--- src/bdrl_pkg.sv ---
package bdrl_pkg;

    localparam int NP_W    = 25;
    localparam int FRAME_W = 25;
    localparam logic [FRAME_W-1:0] FRAME_PIXELS_RESET = 25'h100_0000;

    // Parser position within the color stream.
    typedef enum logic [2:0] {
        PH_FLAG = 3'd0,
        PH_DLO  = 3'd1,
        PH_DHI  = 3'd2,
        PH_B    = 3'd3,
        PH_G    = 3'd4,
        PH_R    = 3'd5
    } parse_phase_t;

    // Top two bits of a flag byte.
    typedef enum logic [1:0] {
        FL_LITERAL = 2'b00,
        FL_RUN     = 2'b01,
        FL_DELTA   = 2'b10,
        FL_BAD     = 2'b11
    } flag_mode_t;

    typedef enum logic [1:0] {
        RS_OK        = 2'd0,
        RS_BAD_FLAG  = 2'd1,
        RS_OVERFLOW  = 2'd2,
        RS_TRUNCATED = 2'd3
    } result_status_t;

    // Result sequencer states.
    typedef enum logic [1:0] {
        EM_IDLE  = 2'd0,
        EM_RUN   = 2'd1,
        EM_TRUNC = 2'd2
    } emit_state_t;

    typedef struct packed {
        logic take_byte;
        logic run_step;
        logic trunc_step;
    } dp_cmd_t;

    typedef struct packed {
        logic first_valid;
        logic run_more;
        logic trunc_after;
        logic run_last;
    } dp_status_t;

endpackage

--- src/bgr_delta_run_literal_decoder.sv ---
// Color stream decoder: takes one compressed byte per transaction and returns
// BGR pixels in stream order, with an error result (zero color, nonzero status)
// for a bad flag, a frame overflow or a stream that ends inside an item. A byte
// that yields at most one result is taken every cycle while the result side keeps
// up. The byte that completes a run of N+1 pixels holds the input until its N more
// are out, and a pixel then a truncation error holds it for the error: all results
// leave through the single output register, one per cycle while m_ready is high,
// paced by the result sequencer. Write frame_pixels only while the block is idle.
module bgr_delta_run_literal_decoder
    import bdrl_pkg::*;
#(
    parameter int PIXEL_INDEX_BITS = 24
) (
    input  logic                        aclk,
    input  logic                        aresetn,
    input  logic                        s_valid,
    output logic                        s_ready,
    input  logic [7:0]                  s_data_byte,
    input  logic                        s_start_frame,
    input  logic                        s_end_of_stream,
    output logic                        m_valid,
    input  logic                        m_ready,
    output logic [7:0]                  m_blue,
    output logic [7:0]                  m_green,
    output logic [7:0]                  m_red,
    output logic [PIXEL_INDEX_BITS-1:0] m_pixel_index,
    output logic                        m_run_end,
    output logic [1:0]                  m_status,
    input  logic                        cfg_wr_en,
    input  logic [FRAME_W-1:0]          cfg_wr_data
);

    dp_cmd_t    cmd;
    dp_status_t status;

    bdrl_ctrl u_ctrl (
        .aclk    (aclk),
        .aresetn (aresetn),
        .s_valid (s_valid),
        .s_ready (s_ready),
        .m_valid (m_valid),
        .m_ready (m_ready),
        .status  (status),
        .cmd     (cmd)
    );

    bdrl_datapath #(
        .PIXEL_INDEX_BITS (PIXEL_INDEX_BITS)
    ) u_datapath (
        .aclk            (aclk),
        .aresetn         (aresetn),
        .s_data_byte     (s_data_byte),
        .s_start_frame   (s_start_frame),
        .s_end_of_stream (s_end_of_stream),
        .cfg_wr_en       (cfg_wr_en),
        .cfg_wr_data     (cfg_wr_data),
        .cmd             (cmd),
        .status          (status),
        .m_blue          (m_blue),
        .m_green         (m_green),
        .m_red           (m_red),
        .m_pixel_index   (m_pixel_index),
        .m_run_end       (m_run_end),
        .m_status        (m_status)
    );

endmodule

--- src/bdrl_ctrl.sv ---
module bdrl_ctrl
    import bdrl_pkg::*;
(
    input  logic       aclk,
    input  logic       aresetn,
    input  logic       s_valid,
    output logic       s_ready,
    output logic       m_valid,
    input  logic       m_ready,
    input  dp_status_t status,
    output dp_cmd_t    cmd
);

    emit_state_t state_reg, state_next;
    logic        m_valid_reg, m_valid_next;
    logic        slot_free;

    always_ff @(posedge aclk) begin
        if (!aresetn) begin
            state_reg   <= EM_IDLE;
            m_valid_reg <= 1'b0;
        end else begin
            state_reg   <= state_next;
            m_valid_reg <= m_valid_next;
        end
    end

    always_comb begin
        slot_free    = !m_valid_reg || m_ready;
        state_next   = state_reg;
        m_valid_next = m_valid_reg && !m_ready;
        s_ready      = 1'b0;
        cmd          = '0;
        unique case (state_reg)
            EM_IDLE: begin
                s_ready = slot_free;
                if (s_valid && slot_free) begin
                    cmd.take_byte = 1'b1;
                    if (status.first_valid) begin
                        m_valid_next = 1'b1;
                    end
                    if (status.run_more) begin
                        state_next = EM_RUN;
                    end else if (status.trunc_after) begin
                        state_next = EM_TRUNC;
                    end
                end
            end
            EM_RUN: begin
                if (slot_free) begin
                    cmd.run_step = 1'b1;
                    m_valid_next = 1'b1;
                    if (status.run_last) begin
                        state_next = EM_IDLE;
                    end
                end
            end
            EM_TRUNC: begin
                if (slot_free) begin
                    cmd.trunc_step = 1'b1;
                    m_valid_next   = 1'b1;
                    state_next     = EM_IDLE;
                end
            end
            default: begin
                state_next = EM_IDLE;
            end
        endcase
    end

    assign m_valid = m_valid_reg;

endmodule

--- src/bdrl_datapath.sv ---
module bdrl_datapath
    import bdrl_pkg::*;
#(
    parameter int PIXEL_INDEX_BITS = 24
) (
    input  logic                        aclk,
    input  logic                        aresetn,
    input  logic [7:0]                  s_data_byte,
    input  logic                        s_start_frame,
    input  logic                        s_end_of_stream,
    input  logic                        cfg_wr_en,
    input  logic [FRAME_W-1:0]          cfg_wr_data,
    input  dp_cmd_t                     cmd,
    output dp_status_t                  status,
    output logic [7:0]                  m_blue,
    output logic [7:0]                  m_green,
    output logic [7:0]                  m_red,
    output logic [PIXEL_INDEX_BITS-1:0] m_pixel_index,
    output logic                        m_run_end,
    output logic [1:0]                  m_status
);

    parse_phase_t        phase_reg, phase_next;
    logic [6:0]          items_reg, items_next;
    logic [7:0]          blue_reg, blue_next;
    logic [7:0]          green_reg, green_next;
    logic [7:0]          red_reg, red_next;
    logic [7:0]          dlo_reg, dlo_next;
    logic [NP_W-1:0]     np_reg, np_next;
    logic                fault_reg, fault_next;
    logic [FRAME_W-1:0]  frame_reg, frame_next;
    logic [5:0]          run_left_reg, run_left_next;

    logic [7:0]            out_blue_reg, out_blue_next;
    logic [7:0]            out_green_reg, out_green_next;
    logic [7:0]            out_red_reg, out_red_next;
    logic [NP_W-1:0]       out_np_reg, out_np_next;
    logic                  out_run_end_reg, out_run_end_next;
    result_status_t        out_status_reg, out_status_next;

    // Frame-start view of the parser state
    parse_phase_t    eff_phase;
    logic [6:0]      eff_items;
    logic [7:0]      eff_blue, eff_green, eff_red, eff_dlo;
    logic [NP_W-1:0] eff_np;
    logic            eff_fault;

    logic [15:0]     word;
    logic [6:0]      items_dec;
    logic            ev_pixel, ev_bad, ev_run;
    logic            trunc;
    logic [NP_W-1:0] cmp_np;
    logic            ovf;
    logic [NP_W+PIXEL_INDEX_BITS-1:0] idx_ext;

    function automatic logic [7:0] step4(input logic [7:0] c, input logic [3:0] mag,
                                         input logic neg);
        logic [7:0] m8;
        m8 = {4'd0, mag};
        return neg ? (c - m8) : (c + m8);
    endfunction

    always_ff @(posedge aclk) begin
        if (!aresetn) begin
            phase_reg    <= PH_FLAG;
            items_reg    <= '0;
            blue_reg     <= '0;
            green_reg    <= '0;
            red_reg      <= '0;
            dlo_reg      <= '0;
            np_reg       <= '0;
            fault_reg    <= 1'b0;
            frame_reg    <= FRAME_PIXELS_RESET;
            run_left_reg <= '0;
        end else begin
            phase_reg    <= phase_next;
            items_reg    <= items_next;
            blue_reg     <= blue_next;
            green_reg    <= green_next;
            red_reg      <= red_next;
            dlo_reg      <= dlo_next;
            np_reg       <= np_next;
            fault_reg    <= fault_next;
            frame_reg    <= frame_next;
            run_left_reg <= run_left_next;
        end
    end

    always_ff @(posedge aclk) begin
        out_blue_reg    <= out_blue_next;
        out_green_reg   <= out_green_next;
        out_red_reg     <= out_red_next;
        out_np_reg      <= out_np_next;
        out_run_end_reg <= out_run_end_next;
        out_status_reg  <= out_status_next;
    end

    always_comb begin
        if (s_start_frame) begin
            eff_phase = PH_FLAG;
            eff_items = '0;
            eff_blue  = '0;
            eff_green = '0;
            eff_red   = '0;
            eff_dlo   = '0;
            eff_np    = '0;
            eff_fault = 1'b0;
        end else begin
            eff_phase = phase_reg;
            eff_items = items_reg;
            eff_blue  = blue_reg;
            eff_green = green_reg;
            eff_red   = red_reg;
            eff_dlo   = dlo_reg;
            eff_np    = np_reg;
            eff_fault = fault_reg;
        end

        // One overflow compare, shared by byte intake and run steps
        cmp_np = cmd.take_byte ? eff_np : np_reg;
        ovf    = cmp_np >= frame_reg;

        word      = {s_data_byte, eff_dlo};
        items_dec = eff_items - 7'd1;

        phase_next    = phase_reg;
        items_next    = items_reg;
        blue_next     = blue_reg;
        green_next    = green_reg;
        red_next      = red_reg;
        dlo_next      = dlo_reg;
        np_next       = np_reg;
        fault_next    = fault_reg;
        run_left_next = run_left_reg;
        frame_next    = cfg_wr_en ? cfg_wr_data : frame_reg;

        out_blue_next    = out_blue_reg;
        out_green_next   = out_green_reg;
        out_red_next     = out_red_reg;
        out_np_next      = out_np_reg;
        out_run_end_next = out_run_end_reg;
        out_status_next  = out_status_reg;

        ev_pixel = 1'b0;
        ev_bad   = 1'b0;
        ev_run   = 1'b0;
        trunc    = 1'b0;
        status   = '0;

        if (cmd.take_byte) begin
            phase_next = eff_phase;
            items_next = eff_items;
            blue_next  = eff_blue;
            green_next = eff_green;
            red_next   = eff_red;
            dlo_next   = eff_dlo;
            np_next    = eff_np;
            fault_next = eff_fault;

            if (!eff_fault) begin
                unique case (eff_phase)
                    PH_DLO: begin
                        dlo_next   = s_data_byte;
                        phase_next = PH_DHI;
                    end
                    PH_DHI: begin
                        if (word[15]) begin
                            blue_next  = eff_blue + {3'd0, word[4:0]};
                            green_next = eff_green + {3'd0, word[9:5]};
                            red_next   = eff_red + {3'd0, word[14:10]};
                        end else begin
                            blue_next  = step4(eff_blue, word[3:0], word[4]);
                            green_next = step4(eff_green, word[8:5], word[9]);
                            red_next   = step4(eff_red, word[13:10], word[14]);
                        end
                        items_next = items_dec;
                        phase_next = (items_dec != '0) ? PH_DLO : PH_FLAG;
                        ev_pixel   = 1'b1;
                    end
                    PH_B: begin
                        blue_next  = s_data_byte;
                        phase_next = PH_G;
                    end
                    PH_G: begin
                        green_next = s_data_byte;
                        phase_next = PH_R;
                    end
                    PH_R: begin
                        red_next = s_data_byte;
                        ev_pixel = 1'b1;
                        if (eff_items[6]) begin
                            ev_run     = 1'b1;
                            items_next = '0;
                            phase_next = PH_FLAG;
                        end else if (items_dec[5:0] != '0) begin
                            items_next = items_dec;
                            phase_next = PH_B;
                        end else begin
                            items_next = '0;
                            phase_next = PH_FLAG;
                        end
                    end
                    default: begin
                        unique case (flag_mode_t'(s_data_byte[7:6]))
                            FL_DELTA: begin
                                items_next = {1'b0, s_data_byte[5:0]};
                                phase_next = (s_data_byte[5:0] != '0) ? PH_DLO : PH_FLAG;
                            end
                            FL_RUN: begin
                                items_next = {1'b1, s_data_byte[5:0]};
                                phase_next = PH_B;
                            end
                            FL_LITERAL: begin
                                items_next = {1'b0, s_data_byte[5:0]};
                                phase_next = (s_data_byte[5:0] != '0) ? PH_B : PH_FLAG;
                            end
                            FL_BAD: begin
                                items_next = '0;
                                phase_next = PH_FLAG;
                                ev_bad     = 1'b1;
                                fault_next = 1'b1;
                            end
                            default: begin
                                phase_next = PH_FLAG;
                            end
                        endcase
                    end
                endcase
            end

            // Pixel of this byte, or overflow in its place
            if (ev_pixel) begin
                if (ovf) begin
                    fault_next = 1'b1;
                end else begin
                    np_next = eff_np + NP_W'(1);
                end
            end
            if (ev_run) begin
                run_left_next = eff_items[5:0];
            end
            status.run_more = ev_run && !ovf && (eff_items[5:0] != '0);

            if (s_end_of_stream && !fault_next) begin
                trunc      = (phase_next != PH_FLAG);
                fault_next = trunc;
                phase_next = PH_FLAG;
                items_next = '0;
            end

            status.first_valid = ev_pixel || ev_bad || trunc;
            status.trunc_after = (ev_pixel || ev_bad) && trunc;

            out_np_next = eff_np;
            if (ev_pixel && !ovf) begin
                out_blue_next   = blue_next;
                out_green_next  = green_next;
                out_red_next    = red_next;
                out_status_next = RS_OK;
            end else begin
                out_blue_next  = '0;
                out_green_next = '0;
                out_red_next   = '0;
                if (ev_pixel) begin
                    out_status_next = RS_OVERFLOW;
                end else if (ev_bad) begin
                    out_status_next = RS_BAD_FLAG;
                end else begin
                    out_status_next = RS_TRUNCATED;
                end
            end
            out_run_end_next = !(status.run_more || status.trunc_after);
        end else if (cmd.run_step) begin
            out_np_next      = np_reg;
            out_run_end_next = ovf || (run_left_reg == 6'd1);
            if (ovf) begin
                fault_next      = 1'b1;
                run_left_next   = '0;
                out_blue_next   = '0;
                out_green_next  = '0;
                out_red_next    = '0;
                out_status_next = RS_OVERFLOW;
            end else begin
                np_next         = np_reg + NP_W'(1);
                run_left_next   = run_left_reg - 6'd1;
                out_blue_next   = blue_reg;
                out_green_next  = green_reg;
                out_red_next    = red_reg;
                out_status_next = RS_OK;
            end
        end else if (cmd.trunc_step) begin
            out_np_next      = np_reg;
            out_run_end_next = 1'b1;
            out_blue_next    = '0;
            out_green_next   = '0;
            out_red_next     = '0;
            out_status_next  = RS_TRUNCATED;
        end

        status.run_last = ovf || (run_left_reg == 6'd1);
    end

    assign idx_ext       = {PIXEL_INDEX_BITS'(0), out_np_reg};
    assign m_pixel_index = idx_ext[PIXEL_INDEX_BITS-1:0];
    assign m_blue        = out_blue_reg;
    assign m_green       = out_green_reg;
    assign m_red         = out_red_reg;
    assign m_run_end     = out_run_end_reg;
    assign m_status      = out_status_reg;

endmodule

--- config.mk ---
export PLATFORM = sky130hd
export DESIGN_NAME = bgr_delta_run_literal_decoder
export DESIGN_NICKNAME = d
export VERILOG_FILES = /design/src/bdrl_pkg.sv /design/src/bgr_delta_run_literal_decoder.sv /design/src/bdrl_ctrl.sv /design/src/bdrl_datapath.sv
export SDC_FILE = /design/constraint.sdc
export NUM_CORES = 1
export LEC_CHECK = 0
export ABC_AREA = 0
export BUFFER_PORTS_ARGS = -buffer_cell sky130_fd_sc_hd__clkbuf_2
export CAP_MARGIN = 20
export CORE_AREA = 3 3 165 127
export DETAILED_ROUTE_END_ITERATION = 8
export DIE_AREA = 0 0 168 130
export HOLD_SLACK_MARGIN = 0.03
export MAX_ROUTING_LAYER = met4
export PLACE_DENSITY = 0.73
export SLEW_MARGIN = 20
export SYNTH_ARGS = -nofsm -noshare
export SYNTH_HDL_FRONTEND = slang
export SYNTH_HIERARCHICAL = 1
export SYNTH_SLANG_ARGS = --single-unit
--- constraint.sdc ---
create_clock -name aclk -period 9.4 [get_ports aclk]
set_input_delay 1.88 -clock aclk [delete_from_list [all_inputs] [get_ports aclk]]
set_output_delay 1.88 -clock aclk [all_outputs]
set_load 0.05 [all_outputs]
==> qor.csv <==
stage,metric,value,unit
finish,antenna_cells,0,
timing,finalWorstSetupSlack,2.44,ns
placement,pre_cts_ws,2.25,ns
global_route,grt_max_degree,61,
timing,hold_ws,0.492,ns
finish,layout_commonest_cell,nor2_1,
clock_network,cts_tree,built,
finish,final_cell_mix,"nor2_1, nand2_1, dfxtp_1",
critical_path,cp_data_required_time,9.69,ns
placement,numPortBuffers,92,
global_route,grtUsageTotal,28.1,%
route,postRouteAntennaNets,0,
placement,dp_cells,1548,
logic_synthesis,yosysUniqueCellTypes,99,
critical_path,critical_path_class,primary input to flip-flop,
clock_network,root_buffer,clkbuf_16,
critical_path,timing.rr.start,u_ctrl/state_reg[0],
timing,drv_slew,0,
finish,final-seq-area,3570,sq um
timing,setup_viol,0,
critical_path,critPathArrivalTime,7.25,ns
clock_network,post_cts_buffers,0,
timing,rsz0062_at_grt,no,
timing,relSlewSlack,21.0,%
placement,place.gp.congestion,0.963,
logic_synthesis,synth_largest_area_cell,dfxtp_1,
clock_network,clockBufferDepth,2,
logic_synthesis,syn-cell-area,10600,sq um
timing,worst_pin_slew,1.18,ns
route,drc,0,
floorplan,die_h,130,um
timing,finalCritPeriodShare,74.0,%
finish,drive_gt1_share,13.1,%
timing,finalSetupTns,0,ns
clock_network,htreeDepth,4,
global_route,grt_pass1_wl,48100,um
logic_synthesis,async_reset_ff_share,0,%
finish,multi_input_area,6500,sq um
logic_synthesis,synth_area_leaders,"dfxtp_1, edfxtp_1, ha_1, nor2_1, nand2_1",
finish,fin_nets,1420,
floorplan,die_w,168,um
route,drt_iter0_drc,1180,
clock_network,cts.clk_slew.worst_paths,0.06,ns
floorplan,num_rows,44,
clock_network,insertion_delay,0.42,ns
critical_path,endpoint_kind,flip-flop,
logic_synthesis,synth_top_area_share,19.3,%
logic_synthesis,ys_seq_elements,153,
worst_hold_path,hold_path_class,flip-flop to flip-flop,
global_route,grt_pass1_vias,9107,
clock_network,cts_resized,0,
logic_synthesis,synth_edf_count,51,
critical_path,crit_start,s_start_frame,
power_and_ir_drop,p_leak,4.72,nW
power_and_ir_drop,p_per_area,150,nW/um^2
run,maxCapViolations,0,
finish,fillers,1740,
critical_path,rrSetupSlack,3.64,ns
critical_path,rr_endpoint,u_ctrl/state_reg[0],
finish,layout.cells.non_filler,1580,
route,wl,30300,um
floorplan,fp.dieArea,21800,sq um
critical_path,rr_worst_depth,16,
floorplan,start_util,54.8,%
logic_synthesis,ys.flop_type,dfxtp_1,
global_route,antenna_found_initial,0,
logic_synthesis,yosys_warnings,6,
logic_synthesis,yosysSeqAreaShare,33.7,%
placement,dp_hpwl,21200,um
clock_network,clock-sinks,153,
logic_synthesis,synthCells,1272,
timing,finClkSkew,0.0109,ns
timing,hold_viol,0,
route,via_per_inst,6.30,
critical_path,cp-endpoint,u_ctrl/state_reg[0],
power_and_ir_drop,peakVddDrop,0.108,mV
run_status,status,completed,
critical_path,path_max_fanout,25,
timing,period_needed,6.96,ns
timing,fmax,144,MHz
route,vias,9950,
global_route,grt_overflow_total,0,
route,dr.pass1.iters,5,
logic_synthesis,synth_area_per_cell,8.33,sq um
clock_network,cts_hold_buf,0,
route,wl_per_cell,19.2,um
clock_network,numCtsBuffers,17,
floorplan,core_area,19300,sq um
power_and_ir_drop,total_power,1.77,mW
critical_path,critPathLaunchType,primary input,
logic_synthesis,synth_nets,1378,
floorplan,io_pins,93,
finish,syn2layout_area_growth,11.2,%
how the worst min path moves through the flow:
stage	cells past startpoint	from	slack, ns	endpoint
2_1_floorplan	2	u_datapath/run_left_reg[5]	0.44	u_datapath/run_left_reg[5]
3_3_place_gp	2	u_datapath/run_left_reg[5]	0.46	u_datapath/run_left_reg[5]
3_5_place_dp	2	u_datapath/frame_reg[20]	0.48	u_datapath/frame_reg[20]
4_1_cts	2	u_datapath/frame_reg[20]	0.50	u_datapath/frame_reg[20]
5_1_grt	2	u_datapath/frame_reg[13]	0.52	u_datapath/frame_reg[13]
6_report	2	u_datapath/frame_reg[20]	0.49	u_datapath/frame_reg[20]
synthesized netlist by cell type, drive strengths merged (18+ instances only):
| cell type | instances |
|---|---|
| nor2 | 139 |
| nand2 | 123 |
| dfxtp | 102 |
| a21oi | 88 |
| o21ai | 74 |
| ha | 63 |
| inv | 57 |
| clkbuf | 54 |
| edfxtp | 51 |
| mux2i | 43 |
| nor2b | 41 |
| and2 | 38 |
| nor3 | 32 |
| xnor2 | 27 |
| nand3 | 26 |
| buf | 22 |
| o211ai | 20 |
| a22oi | 18 |
routing by layer:
| metal | track usage, % | vias to the layer above | wire, um |
|---|---|---|---|
| met5 | - | - | 0 |
| met4 | 7.55 | 0 | 649 |
| met3 | 5.03 | 58 | 2850 |
| met2 | 40.8 | 514 | 12700 |
| li1 | - | 4708 | - |
| met1 | 40.5 | 4670 | 14100 |
layout make-up:
type,instances,area share [%]
timing repair buffer,99,4.46
sequential,153,30.3
multi-input combinational,984,55.1
clock inverter,12,1.57
clock buffer,20,3.96
inverter,59,1.88
tap,253,2.69
kinds of logic (layout without fill, tap and decap cells):
kind of cell | count (synthesis) | count (layout) | share of synthesized area, %
XOR/XNOR | 41 | 41 | 3.53
multiplexers | 50 | 50 | 4.81
buffers and inverters | 135 | 190 | 5.02
AO/OA/AOI/OAI | 352 | 352 | 22.5
flip-flops | 153 | 153 | 33.7
adder cells (fa/ha/maj) | 66 | 66 | 8.00
AND/OR/NAND/NOR | 475 | 475 | 22.5
power by group:
group / switching, mW / internal, mW / leakage [nW]
Sequential: 0.0236 / 0.710 / 1.34
Clock: 0.283 / 0.470 / 0.323
Combinational: 0.194 / 0.0905 / 3.05
worst max-delay path, stage by stage:
cell	delay (ns)
clkbuf_2	0.50
nand2_1	0.63
and2_1	0.39
ha_1	0.32
a21oi_1	0.19
o21ai_0	0.16
a211oi_1	0.27
o211ai_2	0.48
nor3_2	0.78
nand2_1	0.58
nor3_1	0.47
a21boi_0	0.18
o311ai_1	0.26
o21ai_1	0.12
stage by stage:
step / utilization, % / instance area (sq um)
finish: 61.0 / 11800
global route: 61.0 / 11800
CTS: 61.0 / 11800
detailed placement: 57.6 / 11100
global placement: 57.6 / 11100
floorplan: - / 10600
Power figures use the tool's default switching activity.
